--- config.mk ---
export PLATFORM = sky130hd
export DESIGN_NAME = swlc_front
export DESIGN_NICKNAME = d
export VERILOG_FILES = /design/src/hdl/swlc_pkg.sv /design/src/hdl/swlc_front.sv
export SDC_FILE = /design/constraint.sdc
export NUM_CORES = 1
export LEC_CHECK = 0
export BUFFER_PORTS_ARGS = -buffer_cell sky130_fd_sc_hd__buf_2
export CORE_ASPECT_RATIO = 2
export CORE_MARGIN = 8
export CORE_UTILIZATION = 40
export DETAILED_ROUTE_END_ITERATION = 12
export GPL_ROUTABILITY_DRIVEN = 1
export PLACE_DENSITY = 0.61
export RECOVER_POWER = 100
export SYNTH_ARGS = -nofsm -noshare
export SYNTH_HDL_FRONTEND = slang
export SYNTH_SLANG_ARGS = --single-unit
export TNS_END_PERCENT = 20
--- constraint.sdc ---
create_clock -name vclk -period 20.8
set_input_delay 3.12 -clock vclk [all_inputs]
set_output_delay 3.12 -clock vclk [all_outputs]
set_load 0.03 [all_outputs]
--- src/hdl/swlc_pkg.sv ---
`default_nettype none
// ----------------------------------------------------------------------------
// swlc_pkg
// Shared types and constants of the square window line clipper.
// ----------------------------------------------------------------------------
package swlc_pkg;

    localparam int COORD_BITS = 16;
    localparam int HALF_BITS  = 15;
    localparam logic [HALF_BITS-1:0] HALF_RESET = 15'd4915;

    // Width of the edge terms p and q, wide enough for a coordinate plus the half size.
    localparam int P_BITS = ((COORD_BITS > HALF_BITS) ? COORD_BITS : HALF_BITS) + 2;

    // Divisor and dividend magnitudes never exceed the largest coordinate difference.
    localparam int DEN_BITS  = COORD_BITS;
    localparam int REM_BITS  = DEN_BITS + 1;
    localparam int T_FRAC    = 28;
    localparam int T_BITS    = T_FRAC + 1;
    localparam int PROD_BITS = DEN_BITS + T_BITS;
    localparam logic [T_BITS-1:0] T_ONE = {1'b1, {T_FRAC{1'b0}}};

    localparam int NUM_EDGES  = 4;
    localparam int FIFO_DEPTH = 4;
    localparam int FIFO_AW    = 2;

    typedef enum logic [1:0] {
        EDGE_NONE,
        EDGE_ENTRY,
        EDGE_EXIT,
        EDGE_REJECT
    } t_edge_kind;

    typedef struct packed {
        t_edge_kind            kind;
        logic [DEN_BITS-1:0]   num;
        logic [DEN_BITS-1:0]   den;
    } t_edge;

    typedef struct packed {
        t_edge [NUM_EDGES-1:0]          edges;
        logic signed [COORD_BITS-1:0]   x0;
        logic signed [COORD_BITS-1:0]   y0;
        logic signed [P_BITS-1:0]       dx;
        logic signed [P_BITS-1:0]       dy;
    } t_seg;

endpackage
`default_nettype wire

--- src/hdl/swlc_front.sv ---
`default_nettype none
// ----------------------------------------------------------------------------
// swlc_front
// Classifies each window edge of an incoming segment: ignored, rejecting,
// entering or leaving, with the dividend and divisor of its parameter.
// ----------------------------------------------------------------------------
module swlc_front
    import swlc_pkg::*;
(
    input  wire logic signed [COORD_BITS-1:0] i_start_x,
    input  wire logic signed [COORD_BITS-1:0] i_start_y,
    input  wire logic signed [COORD_BITS-1:0] i_end_x,
    input  wire logic signed [COORD_BITS-1:0] i_end_y,
    input  wire logic [HALF_BITS-1:0]         i_half_size,
    output t_seg                              o_seg
);

    function automatic t_edge classify(input logic signed [P_BITS-1:0] p,
                                       input logic signed [P_BITS-1:0] q);
        t_edge                     e;
        logic signed [P_BITS-1:0]  ap;
        logic signed [P_BITS-1:0]  nq;
        e.kind = EDGE_NONE;
        e.num  = '0;
        e.den  = '0;
        ap = -p;
        nq = -q;
        if (p == '0) begin
            if (q < 0) e.kind = EDGE_REJECT;
        end else if (p < 0) begin
            if (nq <= 0) begin
                e.kind = EDGE_NONE;
            end else if (nq > ap) begin
                e.kind = EDGE_REJECT;
            end else begin
                e.kind = EDGE_ENTRY;
                e.num  = nq[DEN_BITS-1:0];
                e.den  = ap[DEN_BITS-1:0];
            end
        end else begin
            if (q < 0) begin
                e.kind = EDGE_REJECT;
            end else if (q >= p) begin
                e.kind = EDGE_NONE;
            end else begin
                e.kind = EDGE_EXIT;
                e.num  = q[DEN_BITS-1:0];
                e.den  = p[DEN_BITS-1:0];
            end
        end
        return e;
    endfunction

    logic signed [P_BITS-1:0] w_x0, w_y0, w_x1, w_y1, w_lim, w_dx, w_dy;

    always_comb begin
        w_x0  = P_BITS'(i_start_x);
        w_y0  = P_BITS'(i_start_y);
        w_x1  = P_BITS'(i_end_x);
        w_y1  = P_BITS'(i_end_y);
        w_lim = $signed({{(P_BITS-HALF_BITS){1'b0}}, i_half_size});
        w_dx  = w_x1 - w_x0;
        w_dy  = w_y1 - w_y0;

        o_seg.edges[0] = classify(-w_dx, w_x0 + w_lim);
        o_seg.edges[1] = classify(w_dx, w_lim - w_x0);
        o_seg.edges[2] = classify(-w_dy, w_y0 + w_lim);
        o_seg.edges[3] = classify(w_dy, w_lim - w_y0);
        o_seg.x0 = i_start_x;
        o_seg.y0 = i_start_y;
        o_seg.dx = w_dx;
        o_seg.dy = w_dy;
    end

endmodule
`default_nettype wire

==> summary.md, run 1 <==
| Metric | Value |
|---|---|
| Status | `finished, violations left` |
| Failing checks | `capacitance limit, slew limit` |
| P_leak | `6.95 nW` |
| Register area | `0 µm²` |
| Post-synth cell types | `107` |
| All-Layer GR Usage | `30.4%` |
| DIE WIDTH | `153 µm` |
| Critical Path Sink Type | `output pin` |
| Cell taking the most area after synthesis | `ha_1` |
| I/O Buffers | `283` |
| Post-synthesis sequential area ratio | `0%` |
| Layout area overhead | `8.03%` |
| Arr. time, crit path | `13.25 ns` |
| Max Cap Viol | `5` |
| Most numerous cell in the Yosys netlist | `ha_1` |
| Finished Cell Area | `16200 µm²` |
| TNS Setup | `0 ns` |
| Post-route ant nets | `0` |
| Post-DR wirelength/cell | `25.0 µm` |
| Top post-synthesis cells by count | `234 x ha_1, 181 x a21oi_1, 174 x inv_1, 174 x nor2_1, 138 x nand2_1` |
| Congestion Overflow GR | `0` |
| Final hold slack | `6.56 ns` |
| Die Ht | `290 µm` |
| Yosys top cell area share | `19.6%` |
| Setup Buffers After CTS | `0` |
| Power density over cell area | `64.7 nW/µm²` |
| Top cell by count, worst path | `inv_1` |
| Clock Buffer Count | `0` |
| Max incr delay on CP | `1.19 ns` |
| Post-place instance area | `16500 µm²` |
| Top Ports | `283` |
| Final setup fails | `0` |
| Final estimated routing congestion in global placement | `1.06` |
| Starting density of the core | `40.4%` |
| Total routed wirelength | `71200 µm` |
| RSZ-0062 raised after global routing | `no` |
| DRC Markers | `0` |
| Critical path type | `in -> out` |
| Layout cells sized above 1 | `8.62%` |
| Maximum fanout along the worst path | `35` |
| Critical-path top delay cell | `clkbuf_1` |
| Post_cts resized | `0` |
| Hold Crit Class | `in -> out` |
| Endpoints failing hold | `0` |
| DR vias/cell | `6.38` |
| Total die area | `44200 µm²` |
| Synth Instances | `2200` |
| 1st-pass router iterations | `7` |
| Synth area leaders | `ha_1 20%, xnor2_1 6.3%, a21oi_1 6.1%` |
| Worst-margin pin slew | `2.71 ns` |
| Cell row count | `100` |
| Synthesized Nets | `2519` |
| Min Tclk post-route | `16.37 ns` |
| Final Cycle Share | `78.7%` |
| Largest net degree at the start of global routing | `38` |
| Half-perimeter wire length after placement | `60500 µm` |
| Initial antenna violation count | `1` |
| Via Count | `18181` |
| Achievable Freq | `61.1 MHz` |
| Slew Limit Fails | `132` |
| Count of flip-flops and latches | `0` |
| CP required | `17.68 ns` |
| Synth warnings | `0` |
| Relative slew slack | `-81.2%` |
| # hold bufs at CTS | `0` |
| Mean Syn Cell Area | `6.80 µm²` |
| Vias in the first global route | `18483` |
| First-pass GRT wire length | `105000 µm` |
| NumNets Final | `2710` |
| Initial DRC count | `951` |
| VDD IR-drop max | `45.2 µV` |
| Core ar. | `37000 µm²` |
| Fin util | `43.6%` |
| Worst setup SP type | `input pin` |
| Netlist Area Pre-Place | `15000 µm²` |
worst max-delay path, delay by kind of cell:
kind,cells,cell delay (ns)
and+or+nand+nor,12,3.86
buffers and inverters,8,2.74
adders and majority gates,3,0.93
xor gates and xnor gates,1,0.11
AOI/OAI and AO/OA,5,2.47
kinds of logic after synthesis:
logic type	Yosys count	synth area share [%]
and+or+nand+nor	792	28.4
AOI/OAI and AO/OA	713	32.6
buffers and inverters	301	8.90
adders and majority gates	240	20.4
xor gates and xnor gates	139	8.68
muxes	15	1.03
final timing paths:
check | start | endpoint | slack, ns | cells after the start
hold / removal | i_start_x[14] | o_seg[66] | 6.56 | 2
setup / recovery | i_end_y[0] | o_seg[152] | 4.43 | 29
power breakdown:
part | switching, mW | internal [mW]
Combinational | 0.716 | 0.329
Clock | 0 | 0.00000000135
Sequential | 0 | 0
Total | 0.716 | 0.329
per-stage QoR:
step	worst slack [ns]	instances	power (mW)
2_1_floorplan	8.14	2200	0.735
3_3_place_gp	6.13	2848	1.03
3_5_place_dp	6.02	2848	1.05
4_1_cts	6.02	2848	1.05
5_1_grt	3.76	2850	1.12
6_report	4.43	2850	1.05
per-layer routing:
metal,up-vias,part of all wire [%],global-route usage [%],wire length (µm)
met5,-,0,0,0
li1,8528,-,-,-
met3,290,4.6,3.19,3290
met4,0,8.8,23.1,6280
met1,8515,31,25.2,22200
met2,848,55,64.0,39400
layout make-up:
class / instances / area [µm²]
multi-input combinational: 1899 / 13600
inverter: 188 / 706
fill: 4122 / 20900
antenna: 2 / 5.00
timing repair buffer: 302 / 1330
tap: 459 / 574
cell usage in the layout, fill, tap and decap left out, drive strengths merged, types with 24 or more instances in the layout:
cell type and n:
a211oi 48, a21o 75, a21oi 182, a31oi 27
and2 27, buf 125, clkbuf 177, ha 234
inv 183, nand2 138, nand2b 55, nand3 79
nand4 41, nor2 176, nor3 84, nor4 34
o21a 28, o21ai 137, o22ai 28, or2 24
or3 28, xnor2 113, xor2 25
Power figures use the tool's default switching activity.
==> run 2: changes to the inputs <==
PLACE_DENSITY = 0.63   (was 0.61)
clock period = 13.7 ns   (was 20.8 ns; I/O delays follow)
==> run 2 against run 1 <==
Effect of this change:
- total power is 53% higher
- clock-buffer cell count did not move
- the flow still finishes with violations (capacitance limit, slew limit)
- critical path type unchanged
- largest cell class unchanged
- non-clock buffer count up 5
- combinational power is 52% higher
- worst hold slack got worse by 2.1 ns
==> summary.md, run 2 (synthesized netlist as in run 1, its figures left out) <==
| Metric | Value |
|---|---|
| Worst Setup SP | `i_end_x[0]` |
| Die Ht | `290 µm (unchanged)` |
| RSZ-0062 raised after global routing | `no` |
| Arr. time, crit path | `10.98 ns (-2.27 ns)` |
| Maximum fanout along the worst path | `19 (-46%)` |
| Half-perimeter wire length after placement | `62100 µm (+2.6%)` |
| End of the critical path | `o_seg[99]` |
| Setup Buffers After CTS | `0 (unchanged)` |
| Leading cell type in the layout, fill and taps excluded | `ha_1` |
| Vias in the first global route | `18619 (+0.74%)` |
| Starting density of the core | `40.4% (unchanged)` |
| Failing checks | `capacitance limit, slew limit` |
| Core ar. | `37000 µm² (unchanged)` |
| Worst setup SP type | `input pin` |
| Post-route ant nets | `0 (unchanged)` |
| # hold bufs at CTS | `0 (unchanged)` |
| Total die area | `44200 µm² (unchanged)` |
| Relative slew slack | `-72.6% (+8.7 points)` |
| DIE WIDTH | `153 µm (unchanged)` |
| Congestion Overflow GR | `0 (unchanged)` |
| Max Cap Viol | `2 (-3)` |
| Final Cycle Share | `95.1%` |
| Finished Layout Cells | `2856 (+0.21%)` |
| Final setup margin | `0.667 ns (-3.76 ns)` |
| Top Ports | `283 (unchanged)` |
| Hold Crit Class | `in -> out` |
| NumNets Final | `2715 (+0.18%)` |
| First-pass GRT wire length | `106000 µm (+0.38%)` |
| Final estimated routing congestion in global placement | `1.06 (-0.47%)` |
| Post_cts resized | `0 (unchanged)` |
| Fin util | `43.8% (+0.16 points)` |
| 1st-pass router iterations | `5 (-2)` |
| Achievable Freq | `76.7 MHz` |
| Cell row count | `100 (unchanged)` |
| Worst-margin pin slew | `2.59 ns (-0.117 ns)` |
| DR vias/cell | `6.38 (about the same)` |
| Count of flip-flops and latches | `0 (unchanged)` |
| Most frequent cells in the layout | `234 x ha_1, 182 x a21oi_1, 176 x inv_1` |
| Dpl ws | `1.09 ns (-4.93 ns)` |
| Layout area overhead | `8.41%` |
| Power density over cell area | `98.7 nW/µm² (+53%)` |
| Critical Path Sink Type | `output pin` |
| Status | `finished, violations left` |
| All-Layer GR Usage | `30.7% (+0.27 points)` |
| VDD IR-drop max | `60.5 µV (+34%)` |
| Min Tclk post-route | `13.03 ns` |
| Endpoints failing hold | `0 (unchanged)` |
| Clock Buffer Count | `0 (unchanged)` |
| Initial DRC count | `827 (-13%)` |
| Total routed wirelength | `71900 µm (+0.97%)` |
| Post-DR wirelength/cell | `25.2 µm (+0.76%)` |
| Initial antenna violation count | `2 (+1)` |
| Via Count | `18232 (+0.28%)` |
| Register area | `0 µm² (unchanged)` |
| Final setup fails | `0 (unchanged)` |
| Critical path type | `in -> out` |
| Layout cells sized above 1 | `8.98% (+0.36 points)` |
| I/O Buffers | `283 (unchanged)` |
| Slew Limit Fails | `35 (-73%)` |
| P_leak | `6.98 nW (+0.53%)` |
| TNS Setup | `0 ns (unchanged)` |
| Placed Instances | `2853 (+0.18%)` |
| Fillers | `4041 (-2.0%)` |
| Largest net degree at the start of global routing | `29 (-24%)` |
| CP required | `11.64 ns (-6.04 ns)` |
| DRC Markers | `0 (unchanged)` |
-- run 2: report_power, final --
part / internal, mW / leakage [nW] / switching, mW
sequential: 0 / 0 / 0
combinational: 0.503 / 6.98 / 1.10
clock: 0.0000000115 / 0.0000251 / 0
-- run 2: worst min path at each step --
stage	startpoint	cells past startpoint	to
finish	i_start_x[14]	2	o_seg[66]
global route	i_start_x[14]	2	o_seg[66]
CTS	i_start_x[14]	2	o_seg[66]
detailed placement	i_start_x[14]	2	o_seg[66]
global placement	i_start_x[14]	2	o_seg[66]
floorplan	i_start_y[0]	1	o_seg[36]
-- run 2: per-layer routing --
metal | share of wire [%] | GRT usage [%] | routed length (µm)
met5 | 0 | 0 | 0
met4 | 11 | 28.3 | 7570
met1 | 31 | 24.8 | 22100
met2 | 54 | 63.5 | 39000
met3 | 4.5 | 2.84 | 3220
-- run 2: metrics by stage --
| stage | total power [mW] | area [µm²] | hold slack [ns] |
|---|---|---|---|
| floorplan | 1.12 | 15000 | 4.24 |
| global placement | 1.59 | 16500 | 4.39 |
| detailed placement | 1.61 | 16500 | 4.39 |
| CTS | 1.61 | 16500 | 4.39 |
| global route | 1.72 | 16200 | 4.44 |
| finish | 1.60 | 16200 | 4.43 |
-- run 2: critical path, cell delays in order --
cell	delay (ns)
buf_2	0.10
inv_1	0.04
ha_1	0.15
inv_1	0.06
fa_1	0.39
a21o_1	0.22
a221oi_1	0.80
xor2_1	0.74
nand4_1	0.44
nor4_1	0.98
xnor2_1	0.27
inv_2	0.12
ha_1	0.22
a2111oi_0	0.93
o211ai_1	0.27
o21ai_0	0.75
o2111ai_1	0.19
o22ai_1	0.16
nand2_1	0.26
nor2_2	0.80
clkbuf_1	0.32
o21ai_0	0.14
a21oi_1	0.22
clkbuf_1	0.33
-- run 2: cell type report --
| cell class | count | area (µm²) | share of cell area [%] |
|---|---|---|---|
| Antenna cell | 3 | 7.51 | 0.0463 |
| Multi-Input combinational cell | 1899 | 13600 | 83.6 |
| Inverter | 188 | 706 | 4.35 |
| Timing Repair Buffer | 307 | 1380 | 8.49 |
| Tap cell | 459 | 574 | 3.54 |
