`src/hdl/swlc_pkg.sv`:
```
`default_nettype none
// ----------------------------------------------------------------------------
// swlc_pkg
// Shared types and constants of the square window line clipper.
// ----------------------------------------------------------------------------
package swlc_pkg;

    localparam int COORD_BITS = 16;
    localparam int HALF_BITS  = 15;
    localparam logic [HALF_BITS-1:0] HALF_RESET = 15'd4915;

    // Width of the edge terms p and q, wide enough for a coordinate plus the half size.
    localparam int P_BITS = ((COORD_BITS > HALF_BITS) ? COORD_BITS : HALF_BITS) + 2;

    // Divisor and dividend magnitudes never exceed the largest coordinate difference.
    localparam int DEN_BITS  = COORD_BITS;
    localparam int REM_BITS  = DEN_BITS + 1;
    localparam int T_FRAC    = 28;
    localparam int T_BITS    = T_FRAC + 1;
    localparam int PROD_BITS = DEN_BITS + T_BITS;
    localparam logic [T_BITS-1:0] T_ONE = {1'b1, {T_FRAC{1'b0}}};

    localparam int NUM_EDGES  = 4;
    localparam int FIFO_DEPTH = 4;
    localparam int FIFO_AW    = 2;

    typedef enum logic [1:0] {
        EDGE_NONE,
        EDGE_ENTRY,
        EDGE_EXIT,
        EDGE_REJECT
    } t_edge_kind;

    typedef struct packed {
        t_edge_kind            kind;
        logic [DEN_BITS-1:0]   num;
        logic [DEN_BITS-1:0]   den;
    } t_edge;

    typedef struct packed {
        t_edge [NUM_EDGES-1:0]          edges;
        logic signed [COORD_BITS-1:0]   x0;
        logic signed [COORD_BITS-1:0]   y0;
        logic signed [P_BITS-1:0]       dx;
        logic signed [P_BITS-1:0]       dy;
    } t_seg;

endpackage
`default_nettype wire

```
`src/hdl/swlc_fifo.sv`:
```
`default_nettype none
// ----------------------------------------------------------------------------
// swlc_fifo
// Short queue of classified segments between the front and the back part.
// ----------------------------------------------------------------------------
module swlc_fifo
    import swlc_pkg::*;
(
    input  wire logic i_clk,
    input  wire logic i_rst_n,
    input  wire logic i_push,
    input  wire t_seg i_data,
    input  wire logic i_pop,
    output t_seg      o_data,
    output logic      o_full,
    output logic      o_empty
);

    t_seg               r_mem [0:FIFO_DEPTH-1];
    logic [FIFO_AW-1:0] r_wr_ptr, r_rd_ptr;
    logic [FIFO_AW:0]   r_count;

    always_ff @(posedge i_clk) begin
        if (!i_rst_n) begin
            r_wr_ptr <= '0;
            r_rd_ptr <= '0;
            r_count  <= '0;
        end else begin
            if (i_push) r_wr_ptr <= r_wr_ptr + 1'b1;
            if (i_pop)  r_rd_ptr <= r_rd_ptr + 1'b1;
            if (i_push && !i_pop)      r_count <= r_count + 1'b1;
            else if (!i_push && i_pop) r_count <= r_count - 1'b1;
        end
    end

    always_ff @(posedge i_clk) begin
        if (i_push) r_mem[r_wr_ptr] <= i_data;
    end

    assign o_data  = r_mem[r_rd_ptr];
    assign o_full  = (r_count == (FIFO_AW+1)'(FIFO_DEPTH));
    assign o_empty = (r_count == '0);

endmodule
`default_nettype wire

```
`config.mk`:
```
export PLATFORM = sky130hd
export DESIGN_NAME = swlc_fifo
export DESIGN_NICKNAME = d
export VERILOG_FILES = /design/src/hdl/swlc_pkg.sv /design/src/hdl/swlc_fifo.sv
export SDC_FILE = /design/constraint.sdc
export NUM_CORES = 1
export LEC_CHECK = 0
export BUFFER_PORTS_ARGS = -buffer_cell sky130_fd_sc_hd__buf_2
export CAP_MARGIN = 0
export CORE_MARGIN = 2
export CORE_UTILIZATION = 40
export CTS_CLUSTER_SIZE = 28
export DETAILED_ROUTE_END_ITERATION = 8
export GPL_ROUTABILITY_DRIVEN = 0
export SETUP_SLACK_MARGIN = 0.2
export SKIP_LAST_GASP = 1
export SLEW_MARGIN = 30
export SYNTH_ARGS = -nofsm -noshare
export SYNTH_HDL_FRONTEND = slang
export SYNTH_SLANG_ARGS = --single-unit
```
`constraint.sdc`:
```
create_clock -name i_clk -period 7.3 [get_ports i_clk]
set_input_delay 0.365 -clock i_clk [delete_from_list [all_inputs] [get_ports i_clk]]
set_output_delay 0.365 -clock i_clk [all_outputs]
set_load 0.05 [all_outputs]
```
==> results of run 1 <==
final cells by class:
class,instances,area [sq um]
antenna,3,7.51
clock buffer,106,2250
clock inverter,51,477
fill,5872,36300
inverter,4,15.0
multi-input combinational,234,4850
sequential,825,24700
tap,969,1210
timing repair buffer,633,4380
per-stage QoR:
step / setup WS [ns] / instance area, sq um
floorplan: 1.53 / 29900
global placement: 4.26 / 33000
detailed placement: 4.29 / 33100
CTS: 3.61 / 37800
global route: 3.57 / 37900
finish: 3.85 / 37900
repair_timing:
action                                 4_1_cts  5_1_grt
endpoints found under the hold margin      816        0
setup endpoints to repair                    0        0
hold buffers                               204        0
flip-flops by register name, indices dropped and copies added, names as in the netlist, named ones only:
register / cells
r_count: 3
r_mem: 816
r_wr_ptr: 2
r_rd_ptr: 2
critical path: cells and delay by family, from the launching register on:
family | cells | cell delay (ns)
buffers and inverters | 3 | 1.05
DFF | 1 | 0.64
muxes | 1 | 0.63
worst max-delay path by stage:
stage                             startpoint                    end  slack [ns]  cells after the start
global route                       flip-flop            o_data[159]        3.57                      4
global placement                   flip-flop            o_data[159]        4.26                      3
detailed placement                 flip-flop            o_data[159]        4.29                      3
finish                             flip-flop            o_data[159]        3.85                      4
floorplan           r_wr_ptr[0]$_SDFFE_PN0P_  r_mem[0][0]$_DFFE_PP_        1.53                      3
CTS                                flip-flop            o_data[159]        3.61                      3
per-layer routing:
metal  wire length [um]  global-route usage (%)  vias up
met4               1250                    4.96        8
met2              30500                    26.4      413
met3               4430                    4.78       85
li1                   -                       -     6177
met1              25700                    20.8     7401
met5                 52                       0        -
placed cells by master, fill, tap and decap left out:
cell / count
edfxtp_1: 816
buf_2: 413
mux4_2: 204
dlygate4sd3_1: 204
clkbuf_16: 87
clkbuf_1: 19
clkinv_2: 18
clkinv_1: 16
buf_12: 12
dfxtp_1: 7
bufinv_16: 6
and2_1: 5
ha_1: 5
inv_1: 4
and2_4: 4
buf_4: 4
diode_2: 3
xor2_1: 3
clkinvlp_4: 3
xnor2_1: 2
mux2i_1: 2
nor2b_1: 2
dfxtp_4: 2
clkinv_4: 2
inv_16: 2
nor3_1: 1
nor3b_1: 1
nand2_1: 1
o21ai_0: 1
or3_1: 1
a21boi_0: 1
fa_1: 1
clkinv_16: 1
clkinv_8: 1
inv_8: 1
inv_6: 1
cell families after synthesis:
logic type | count (synthesis) | synth area share [%]
adder cells (fa/ha/maj) | 6 | 0.276
AND/OR/NAND/NOR | 15 | 0.306
AO/OA/AOI/OAI | 2 | 0.0419
XOR/XNOR | 5 | 0.147
multiplexers | 206 | 15.4
buffers and inverters | 50 | 1.20
flip-flops | 825 | 82.6
power groups by stage:
stage,combinational (uW),sequential (uW),clock [uW]
floorplan,1140,5620,0
global placement,1530,5610,0
detailed placement,1540,5620,0
CTS,1640,5520,4300
global route,1710,5520,4490
finish,1630,5510,4190
==> key figures, run 1 <==
Setup path
  – Reg2reg setup slack: 4.79 ns
  – CP max FO: 83
  – CP Launch Type: flip-flop
  – CP max stage delay: 0.64 ns
  – Worst endpoint data arrival time: 3.09 ns
  – Worst Path Required: 6.93 ns
  – Critical Path Sink Type: output port
  – Worst r2r dst: r_mem[2][173]$_DFFE_PP_
  – CP Cell Sequence: buf_12 -> buf_12 -> mux4_2 -> buf_2
  – Reg2reg path depth: 4
  – Worst r2r src: r_wr_ptr[0]$_SDFFE_PN0P_
  – Worst Setup Path Type: reg2out
  – CP max-delay cell: dfxtp_4
  – Most common cell on crit path: buf_12

Hold path
  – Worst Hold Depth: 2
  – Hold path start: i_rst_n
  – Worst Hold End: r_wr_ptr[0]$_SDFFE_PN0P_
  – Tightest Hold Check Type: in2reg

Clocking
  – CTS Buf Count: 86
  – TritonCTS clock tree: done
  – Clock Tree Buf Depth: 3
  – Post-CTS Resized: 0
  – Clock sink count: 825
  – Setup Buffers After CTS: 0
  – Root Buffer: clkbuf_16
  – Max H-tree Level: 3
  – Clk pin slew, worst setup/hold paths: 0.06 ns
  – Skew-Pair Late Insertion Delay: 0.63 ns

Synthesis
  – Most frequent cells after synthesis: edfxtp_1, mux4_2, buf_2
  – Synth top area share: 82.0%
  – Top-count cell post-synth: edfxtp_1
  – Synth Warn #: 0
  – Post-synth EDFFs: 816
  – Area leader, netlist: edfxtp_1
  – Top cells by area, synth: edfxtp_1, mux4_2, buf_6
  – Syn Std Cell Area: 29900 sq um
  – Netlist cell types: 20
  – Mapped Nets: 1323
  – Syn avg cell area: 26.9 sq um
  – Post-synthesis register bit count: 825
  – Post-Syn Instances: 1109
  – Post-synthesis sequential area ratio: 82.6%
  – Share of synthesized registers carrying an async set or reset: 0%
  – Ys flop type: edfxtp_1

Power
  – Sequential fraction of design power: 48.6%
  – Power Dens Cells: 299 nW/um^2
  – Gate power share: 14.4%
  – Power share of the clock group: 37.0%
  – Worst vdd ir: 0.000185 V
  – Leakage: 0.0128 uW
  – Internal power: 8380 uW
  – NetSw: 2940 uW
  – Sw Ratio: 26.0%
  – Total Power: 11300 uW

Routing
  – DRT antenna net count: 0
  – First drt pass iteration count: 4
  – Vias after detailed routing: 14100
  – Via-to-Cell Ratio: 4.99
  – DRC viols: 0
  – WL/cell: 21.9 um
  – Wirelength, routed: 61900 um
  – 1st-iter DRT viols: 880

Floorplanning
  – Die Ht: 277 um
  – Initial Utilization: 40.3%
  – Row count: 100
  – Total die area: 76900 sq um
  – Die Width: 277 um
  – IO Pins: 414
  – Core area: 74200 sq um

Global routing
  – First-pass GRT wire length: 94100 um
  – Grt total ovfl: 0
  – Number of global-route vias before repair: 15400
  – GRT Total Usage: 16.1%
  – Antenna violations before repair: 7
  – Largest net degree at the start of global routing: 114

STA
  – Clock skew: 0.0189 ns
  – Final min period: 3.45 ns
  – Final Hold Vio Count: 0
  – RSZ-0062 raised after global routing: false
  – Least-Margin Pin Slew: 0.967 ns
  – # setup viols final: 0
  – Setup TNS: 0 ns
  – Achievable clock frequency: 290 MHz
  – Fin crit share: 47.3%
  – Worst rel slew slack: 35.5%
  – Hold_ws: 0.0473 ns
  – Max Slew Vio Count: 0

Finish
  – Final core utilization: 51.1%
  – Area added between synthesis and finish: 26.8%
  – Share of cells above drive strength 1: 41.1%
  – Layout net count: 1998
  – Layout Cells excl Fill: 2825

Placed design
  – DP Wirelength: 35900 um
  – Port Buffer Count: 413
  – Inst Count DP: 2459

Flow run
  – Max cap viols: 0

Outcome
  – Status: finished clean
Note: power is estimated with default switching activity, not from simulation.
==> run 2, diff against run 1 <==
Clock period 7.3 ns to 3.4 ns, I/O delays scaled along.
==> run 2 against run 1 <==
Compared with the run above: non-clock buffer count grew 38; via count grew 1.7%; first-iteration DRC count grew 0.68%; count of clock-buffer cells in the layout is the same; clock skew shrank 0.0030 ns; critical path depth shrank 1; global-route usage grew 0.24 points; cell area grew 1.3%; cell count grew 1.3%; sequential share of layout area shrank 0.84 points; largest cell class unchanged; largest power group unchanged; highest routed layer is now met4; utilization grew 0.66 points.
==> key figures, run 2 (synthesized netlist as in run 1, its figures left out) <==
Outcome
  – Status: finished clean (unchanged)

Global routing
  – First-pass GRT wire length: 94800 um (was 94100 um)
  – Largest net degree at the start of global routing: 65 (was 114)
  – Grt total ovfl: 0 (unchanged)
  – Antenna violations before repair: 1 (was 7)
  – GRT Total Usage: 16.4% (was 16.1%)
  – Number of global-route vias before repair: 15600 (was 15400)

Clocking
  – Max H-tree Level: 3 (unchanged)
  – CTS Buf Count: 87 (was 86)
  – Root Buffer: clkbuf_16 (unchanged)
  – Clock Tree Buf Depth: 3 (unchanged)
  – Clk pin slew, worst setup/hold paths: 0.06 ns (about the same)
  – Clock sink count: 825 (unchanged)
  – Setup Buffers After CTS: 0 (unchanged)
  – Skew-Pair Late Insertion Delay: 0.63 ns (about the same)
  – TritonCTS clock tree: done (unchanged)

Finish
  – Share of cells above drive strength 1: 42.2% (was 41.1%)
  – Filler instances: 5771 (was 5872)
  – Final core utilization: 51.7% (was 51.1%)
  – Sequential Area: 24700 sq um (unchanged)
  – Largest register FFs: 816 (unchanged)
  – Commonest non-fill, non-tap cell in the layout: edfxtp_1 (unchanged)
  – Layout net count: 2037 (was 1998)
  – Most frequent cells in the layout: edfxtp_1, buf_2, dlygate4sd3_1 (was edfxtp_1, buf_2, mux4_2, dlygate4sd3_1, clkbuf_16)
  – Multi-input gate area: 4850 sq um (unchanged)
  – Area added between synthesis and finish: 28.4% (was 26.8%)
  – Top Registers: r_mem (816), r_count (3) (unchanged)
  – Largest Register: r_mem (unchanged)

STA
  – Achievable clock frequency: 356 MHz
  – Clock skew: 0.0159 ns (was 0.0189 ns)
  – Hold_ws: 0.294 ns (was 0.0473 ns)
  – # setup viols final: 0 (unchanged)
  – RSZ-0062 raised after global routing: false (unchanged)
  – Fin crit share: 82.6%
  – Least-Margin Pin Slew: 0.898 ns (was 0.967 ns)
  – Final Hold Vio Count: 0 (unchanged)
  – Worst rel slew slack: 40.1% (was 35.5%)
  – Setup TNS: 0 ns (unchanged)
  – Final min period: 2.81 ns
  – Max Slew Vio Count: 0 (unchanged)

Routing
  – 1st-iter DRT viols: 886 (was 880)
  – WL/cell: 21.9 um (about the same)
  – Vias after detailed routing: 14300 (was 14100)
  – Wirelength, routed: 62800 um (was 61900 um)
  – Via-to-Cell Ratio: 5.00 (was 4.99)
  – DRT antenna net count: 0 (unchanged)
  – First drt pass iteration count: 5 (was 4)
  – DRC viols: 0 (unchanged)

Power
  – Sequential fraction of design power: 48.2% (was 48.6%)
  – Internal power: 18200 uW (was 8380 uW)
  – Power share of the clock group: 37.3% (was 37.0%)
  – Worst vdd ir: 0.000485 V (was 0.000185 V)
  – NetSw: 6340 uW (was 2940 uW)
  – Gate power share: 14.5% (was 14.4%)
  – Power Dens Cells: 639 nW/um^2 (was 299 nW/um^2)
  – Leakage: 0.0130 uW (was 0.0128 uW)
  – Sw Ratio: 25.8% (was 26.0%)

Setup path
  – Worst Setup Path Type: reg2out (unchanged)
  – Worst r2r dst: r_mem[3][78]$_DFFE_PP_ (was r_mem[2][173]$_DFFE_PP_)
  – Worst r2r src: r_wr_ptr[0]$_SDFFE_PN0P_ (unchanged)
  – CP Launch Type: flip-flop (unchanged)
  – Worst endpoint data arrival time: 2.64 ns (was 3.09 ns)
  – Worst Path Required: 3.23 ns (was 6.93 ns)
  – Reg2reg path depth: 3 (was 4)
  – CP max FO: 20 (was 83)
  – Critical Path Sink Type: output port (unchanged)
  – Reg2reg setup slack: 1.37 ns (was 4.79 ns)

Floorplanning
  – Core area: 74200 sq um (unchanged)
  – Die Ht: 277 um (unchanged)
  – Total die area: 76900 sq um (unchanged)
  – IO Pins: 414 (unchanged)
  – Initial Utilization: 40.3% (unchanged)
  – Row count: 100 (unchanged)
  – Die Width: 277 um (unchanged)

Hold path
  – Tightest Hold Check Type: in2reg (unchanged)
  – Hold path start: i_data[36] (was i_rst_n)
  – Worst Hold Depth: 2 (unchanged)
  – Worst Hold End: r_mem[0][36]$_DFFE_PP_ (was r_wr_ptr[0]$_SDFFE_PN0P_)

Flow run
  – Max cap viols: 0 (unchanged)

Placed design
  – Port Buffer Count: 413 (unchanged)
  – DP Wirelength: 39400 um (was 35900 um)
-- run 2: cell count changes in the layout (fill, tap and decap cells not counted), moves of 2 or more --
cell	before	now
buf_12	12	24
buf_4	4	27
clkbuf_1	19	16
clkbuf_8	0	3
clkinv_1	16	18
clkinv_4	2	0
diode_2	3	1
dlygate4sd3_1	204	207
inv_16	2	4
inv_6	1	4
-- run 2: worst max-delay path by stage --
stage	start	endpoint	slack, ns
after floorplan	r_wr_ptr[0]$_SDFFE_PN0P_	r_mem[2][0]$_DFFE_PP_	0.98
after global placement	flip-flop	o_data[82]	1.16
after detailed placement	flip-flop	o_data[82]	1.13
after CTS	flip-flop	o_data[82]	0.46
after global routing	flip-flop	o_data[82]	0.41
final	flip-flop	o_data[82]	0.59
-- run 2: metal layers --
metal  wire, um  track usage [%]  vias up  share of wire (%)
met4       1650             5.56        0                2.6
met2      31800             27.4      391                 51
met1      25600             21.1     7563                 41
met5          0                0        -                  0
met3       3750             3.83       98                6.0
li1           -                -     6270                  -
-- run 2: final cells by class --
| class | instances | share of cell area, % |
|---|---|---|
| inverter | 4 | 0.0391 |
| sequential | 825 | 64.3 |
| tap | 969 | 3.16 |
| antenna | 1 | 0.00652 |
| multi-input combinational | 234 | 12.6 |
| clock inverter | 53 | 1.30 |
| clock buffer | 106 | 5.94 |
| timing repair buffer | 671 | 12.6 |
-- run 2: metrics by stage --
step	area [sq um]	cells	worst slack (ns)	power, uW
finish	38400	2863	0.592	24500
global route	38400	2863	0.412	25400
CTS	38400	2862	0.457	24900
detailed placement	33500	2496	1.13	15500
global placement	33500	2496	1.16	15400
floorplan	29900	1109	0.984	14500
-- run 2: power groups by stage --
stage | Combinational, uW | Sequential, uW | Clock [uW]
2_1_floorplan | 2460 | 12000 | 0
3_3_place_gp | 3390 | 12000 | 0
3_5_place_dp | 3420 | 12000 | 0
4_1_cts | 3630 | 11800 | 9390
5_1_grt | 3750 | 11800 | 9790
6_report | 3570 | 11800 | 9140
-- run 2: worst max-delay path: stages, from the launching register on --
cell and delay (ns):
dfxtp_4 0.65, buf_4 0.46, mux4_2 0.64, buf_2 0.25
-- run 2: what timing repair did --
item                                   4_1_cts  5_1_grt
hold buffers                               207        0
resized for setup                            0        0
endpoints found under the hold margin      825        0
==> run 3, diff against run 2 <==
Settings changed: ABC_AREA set to 1.
Clock period 3.4 ns to 2.59 ns, I/O delays scaled along.
==> run 3 against run 2 <==
Compared with the run above: via count rose by 40%; cell area rose by 4.2%; sequential share of layout area fell by 2.6 points; global-route usage rose by 4.0 points; area after synthesis rose by 1.8%; largest cell class unchanged; largest power group unchanged.
==> key figures, run 3 <==
Power
  – Power Dens Cells: 807 nW/um^2 (was 639 nW/um^2)
  – Worst vdd ir: 0.000810 V (was 0.000485 V)
  – Leakage: 0.0141 uW (was 0.0130 uW)
  – Total Power: 32300 uW (was 24500 uW)

STA
  – Least-Margin Pin Slew: 0.748 ns (was 0.898 ns)
  – Clock skew: 0.0160 ns (was 0.0159 ns)
  – Max Slew Vio Count: 0 (unchanged)
  – Final Hold Vio Count: 0 (unchanged)
  – # setup viols final: 0 (unchanged)
  – RSZ-0062 raised after global routing: true (was false)
  – Final min period: 2.38 ns
  – Fin crit share: 92.0%
  – Achievable clock frequency: 420 MHz
  – Worst rel slew slack: 50.1% (was 40.1%)

Synthesis
  – Largest family of logic cells by synthesized area: compound AO/OA/AOI/OAI gates (was multiplexers)
  – Mapped Nets: 2244 (was 1323)
  – Ys flop type: edfxtp_1 (unchanged)
  – Top cells by area, synth: edfxtp_1, o21ai_0, nor2_1 (was edfxtp_1, mux4_2, buf_6)
  – Post-synth EDFFs: 816 (unchanged)
  – Post-Syn Instances: 2030 (was 1109)
  – Post-synthesis adder-cell area fraction: 0.271% (was 0.276%)
  – Netlist cell types: 19 (was 20)
  – Synth top area share: 80.5% (was 82.0%)
  – Synth Area in Compound Gates: 11.1% (was 0.0419%)
  – Post-Synth Simple-Gate Area: 5.28% (was 0.306%)
  – Most frequent cells after synthesis: edfxtp_1, nor2_1, o21ai_0 (was edfxtp_1, mux4_2, buf_2)
  – Top-count cell post-synth: edfxtp_1 (unchanged)
  – Syn avg cell area: 15.0 sq um (was 26.9 sq um)
  – Post-synthesis register bit count: 825 (unchanged)
  – Area leader, netlist: edfxtp_1 (unchanged)
  – Synth Warn #: 0 (unchanged)
  – Synth Area in XOR/XNOR: 0% (was 0.147%)
  – Mux cell area share after synthesis: 0% (was 15.4%)
  – Syn Std Cell Area: 30400 sq um (was 29900 sq um)
  – Share of synthesized registers carrying an async set or reset: 0% (unchanged)
  – Post-synthesis sequential area ratio: 81.1% (was 82.6%)

Floorplanning
  – Die Width: 280 um (was 277 um)
  – Core area: 75600 sq um (was 74200 sq um)
  – Row count: 101 (was 100)
  – Die Ht: 280 um (was 277 um)
  – IO Pins: 414 (unchanged)
  – Initial Utilization: 40.3% (about the same)
  – Total die area: 78300 sq um (was 76900 sq um)

Global routing
  – Largest net degree at the start of global routing: 96 (was 65)
  – First-pass GRT wire length: 120000 um (was 94800 um)
  – GRT Total Usage: 20.3% (was 16.4%)
  – Number of global-route vias before repair: 20000 (was 15600)
  – Antenna violations before repair: 11 (was 1)
  – Grt total ovfl: 0 (unchanged)

Setup path
  – Worst Setup Path Type: reg2out (unchanged)
  – Worst Path Required: 2.46 ns (was 3.23 ns)
  – CP Launch Type: flip-flop (unchanged)
  – Critical Path Sink Type: output port (unchanged)
  – Worst endpoint data arrival time: 2.25 ns (was 2.64 ns)
  – CP max FO: 25 (was 20)

Clocking
  – Skew-Pair Late Insertion Delay: 0.64 ns (was 0.63 ns)
  – TritonCTS clock tree: done (unchanged)
  – Clock Tree Buf Depth: 3 (unchanged)
  – Clk pin slew, worst setup/hold paths: 0.06 ns (about the same)
  – Root Buffer: clkbuf_16 (unchanged)
  – Clock sink count: 825 (unchanged)
  – Max H-tree Level: 3 (unchanged)
  – CTS Buf Count: 85 (was 87)

Finish
  – Top Registers: r_mem (816), r_count (3) (unchanged)
  – Share of cells above drive strength 1: 24.0% (was 42.2%)
  – Largest register FFs: 816 (unchanged)
  – Layout net count: 2919 (was 2037)
  – Area added between synthesis and finish: 31.5% (was 28.4%)
  – Final core utilization: 52.9% (was 51.7%)
  – Most frequent cells in the layout: edfxtp_1, nor2_1, o21ai_0 (was edfxtp_1, buf_2, dlygate4sd3_1)
  – Largest Register: r_mem (unchanged)
  – Filler instances: 6096 (was 5771)
  – Commonest non-fill, non-tap cell in the layout: edfxtp_1 (unchanged)

Routing
  – WL/cell: 22.0 um (was 21.9 um)
  – DRC viols: 0 (unchanged)
  – Vias after detailed routing: 20000 (was 14300)
  – Wirelength, routed: 82700 um (was 62800 um)
  – First drt pass iteration count: 7 (was 5)
  – 1st-iter DRT viols: 1501 (was 886)
  – DRT antenna net count: 0 (unchanged)
  – Via-to-Cell Ratio: 5.32 (was 5.00)

Placed design
  – Port Buffer Count: 413 (unchanged)
  – DP Wirelength: 43300 um (was 39400 um)

Outcome
  – Status: finished clean (unchanged)

Hold path
  – Tightest Hold Check Type: in2reg (unchanged)

Flow run
  – Max cap viols: 0 (unchanged)
-- run 3: cell types whose count changed after synthesis, sizes merged, moves of 4 or more --
cell	before	now
o22ai	0	204
buf	41	48
and2	9	0
o21ai	1	414
nand2	1	9
inv	4	17
clkbuf	5	86
nor2	0	413
a21oi	0	4
mux4	204	0
-- run 3: kinds of logic (layout without fill, tap and decap cells) --
| family | Yosys count | in the layout |
|---|---|---|
| compound gates | 622 | 622 |
| flops | 825 | 825 |
| buf+inv | 151 | 895 |
| other cells | 0 | 7 |
| fa+ha+maj | 6 | 6 |
| simple gates | 426 | 426 |
-- run 3: power breakdown --
part / total (uW) / switching (uW) / internal (uW)
sequential: 15400 / 134 / 15300
combinational: 4930 / 3460 / 1470
clock: 12000 / 5070 / 6880
total: 32300 / 8660 / 23600
-- run 3: critical path, stage by stage (launching register included) --
cell	delay [ns]
dfxtp_4	0.46
buf_12	0.20
inv_16	0.07
buf_12	0.15
buf_16	0.15
o21ai_0	0.21
o22ai_2	0.13
buf_4	0.21
-- run 3: final cells by class --
class                   instances  area [sq um]  share of cell area, %
clock buffers                  95          2220                   5.54
diodes                          7          17.5                 0.0438
well taps                     978          1220                   3.06
inverters                      17           108                  0.269
repair inverters                4          40.0                  0.100
clock inverters                61           520                   1.30
multi-input cells            1054          5110                   12.8
flip-flops and latches        825         24700                   61.7
repair buffers                718          6080                   15.2
-- run 3: final timing paths --
kind                                                from                      end  cells past startpoint  slack, ns
worst max-delay path                           flip-flop              o_data[124]                      7       0.21
worst min-delay path                          i_data[30]   r_mem[0][30]$_DFFE_PP_                      2       0.24
worst max register to register  r_wr_ptr[0]$_SDFFE_PN0P_  r_mem[2][134]$_DFFE_PP_                      5       0.81
worst min register to register  r_rd_ptr[1]$_SDFFE_PN0P_                flip-flop                      1       0.45
-- run 3: stage by stage --
step | setup TNS [ns] | hold WS (ns) | instance area [sq um] | setup WS [ns] | cells
final | 0 | 0.245 | 40000 | 0.207 | 3759
after global routing | 0 | 0.216 | 40000 | 0.129 | 3758
after CTS | 0 | 0.195 | 39600 | 0.133 | 3744
after detailed placement | 0 | 0.345 | 33900 | 0.455 | 3350
after global placement | 0 | 0.337 | 33900 | 0.504 | 3350
after floorplan | -1174.79 | 0.228 | 30500 | -1.45 | 2030
-- run 3: what timing repair did --
action | in CTS | in global routing
cloned | 15 | 3
hold buffers | 207 | 0
pin swaps | 3 | 0
resized for setup | 115 | 116
endpoints found under the setup margin | 204 | 176
setup buffers | 16 | 5
hold endpoints to repair | 825 | 0
-- run 3: routing by layer --
layer | part of all wire [%] | GRT usage, % | vias to the layer above | wire length (um)
met5 | 0.045 | 0 | - | 37
met4 | 2.3 | 5.94 | 6 | 1920
met3 | 7.0 | 5.18 | 137 | 5760
met2 | 50 | 34.6 | 661 | 41400
met1 | 41 | 25.7 | 10100 | 33600
li1 | - | - | 9083 | -
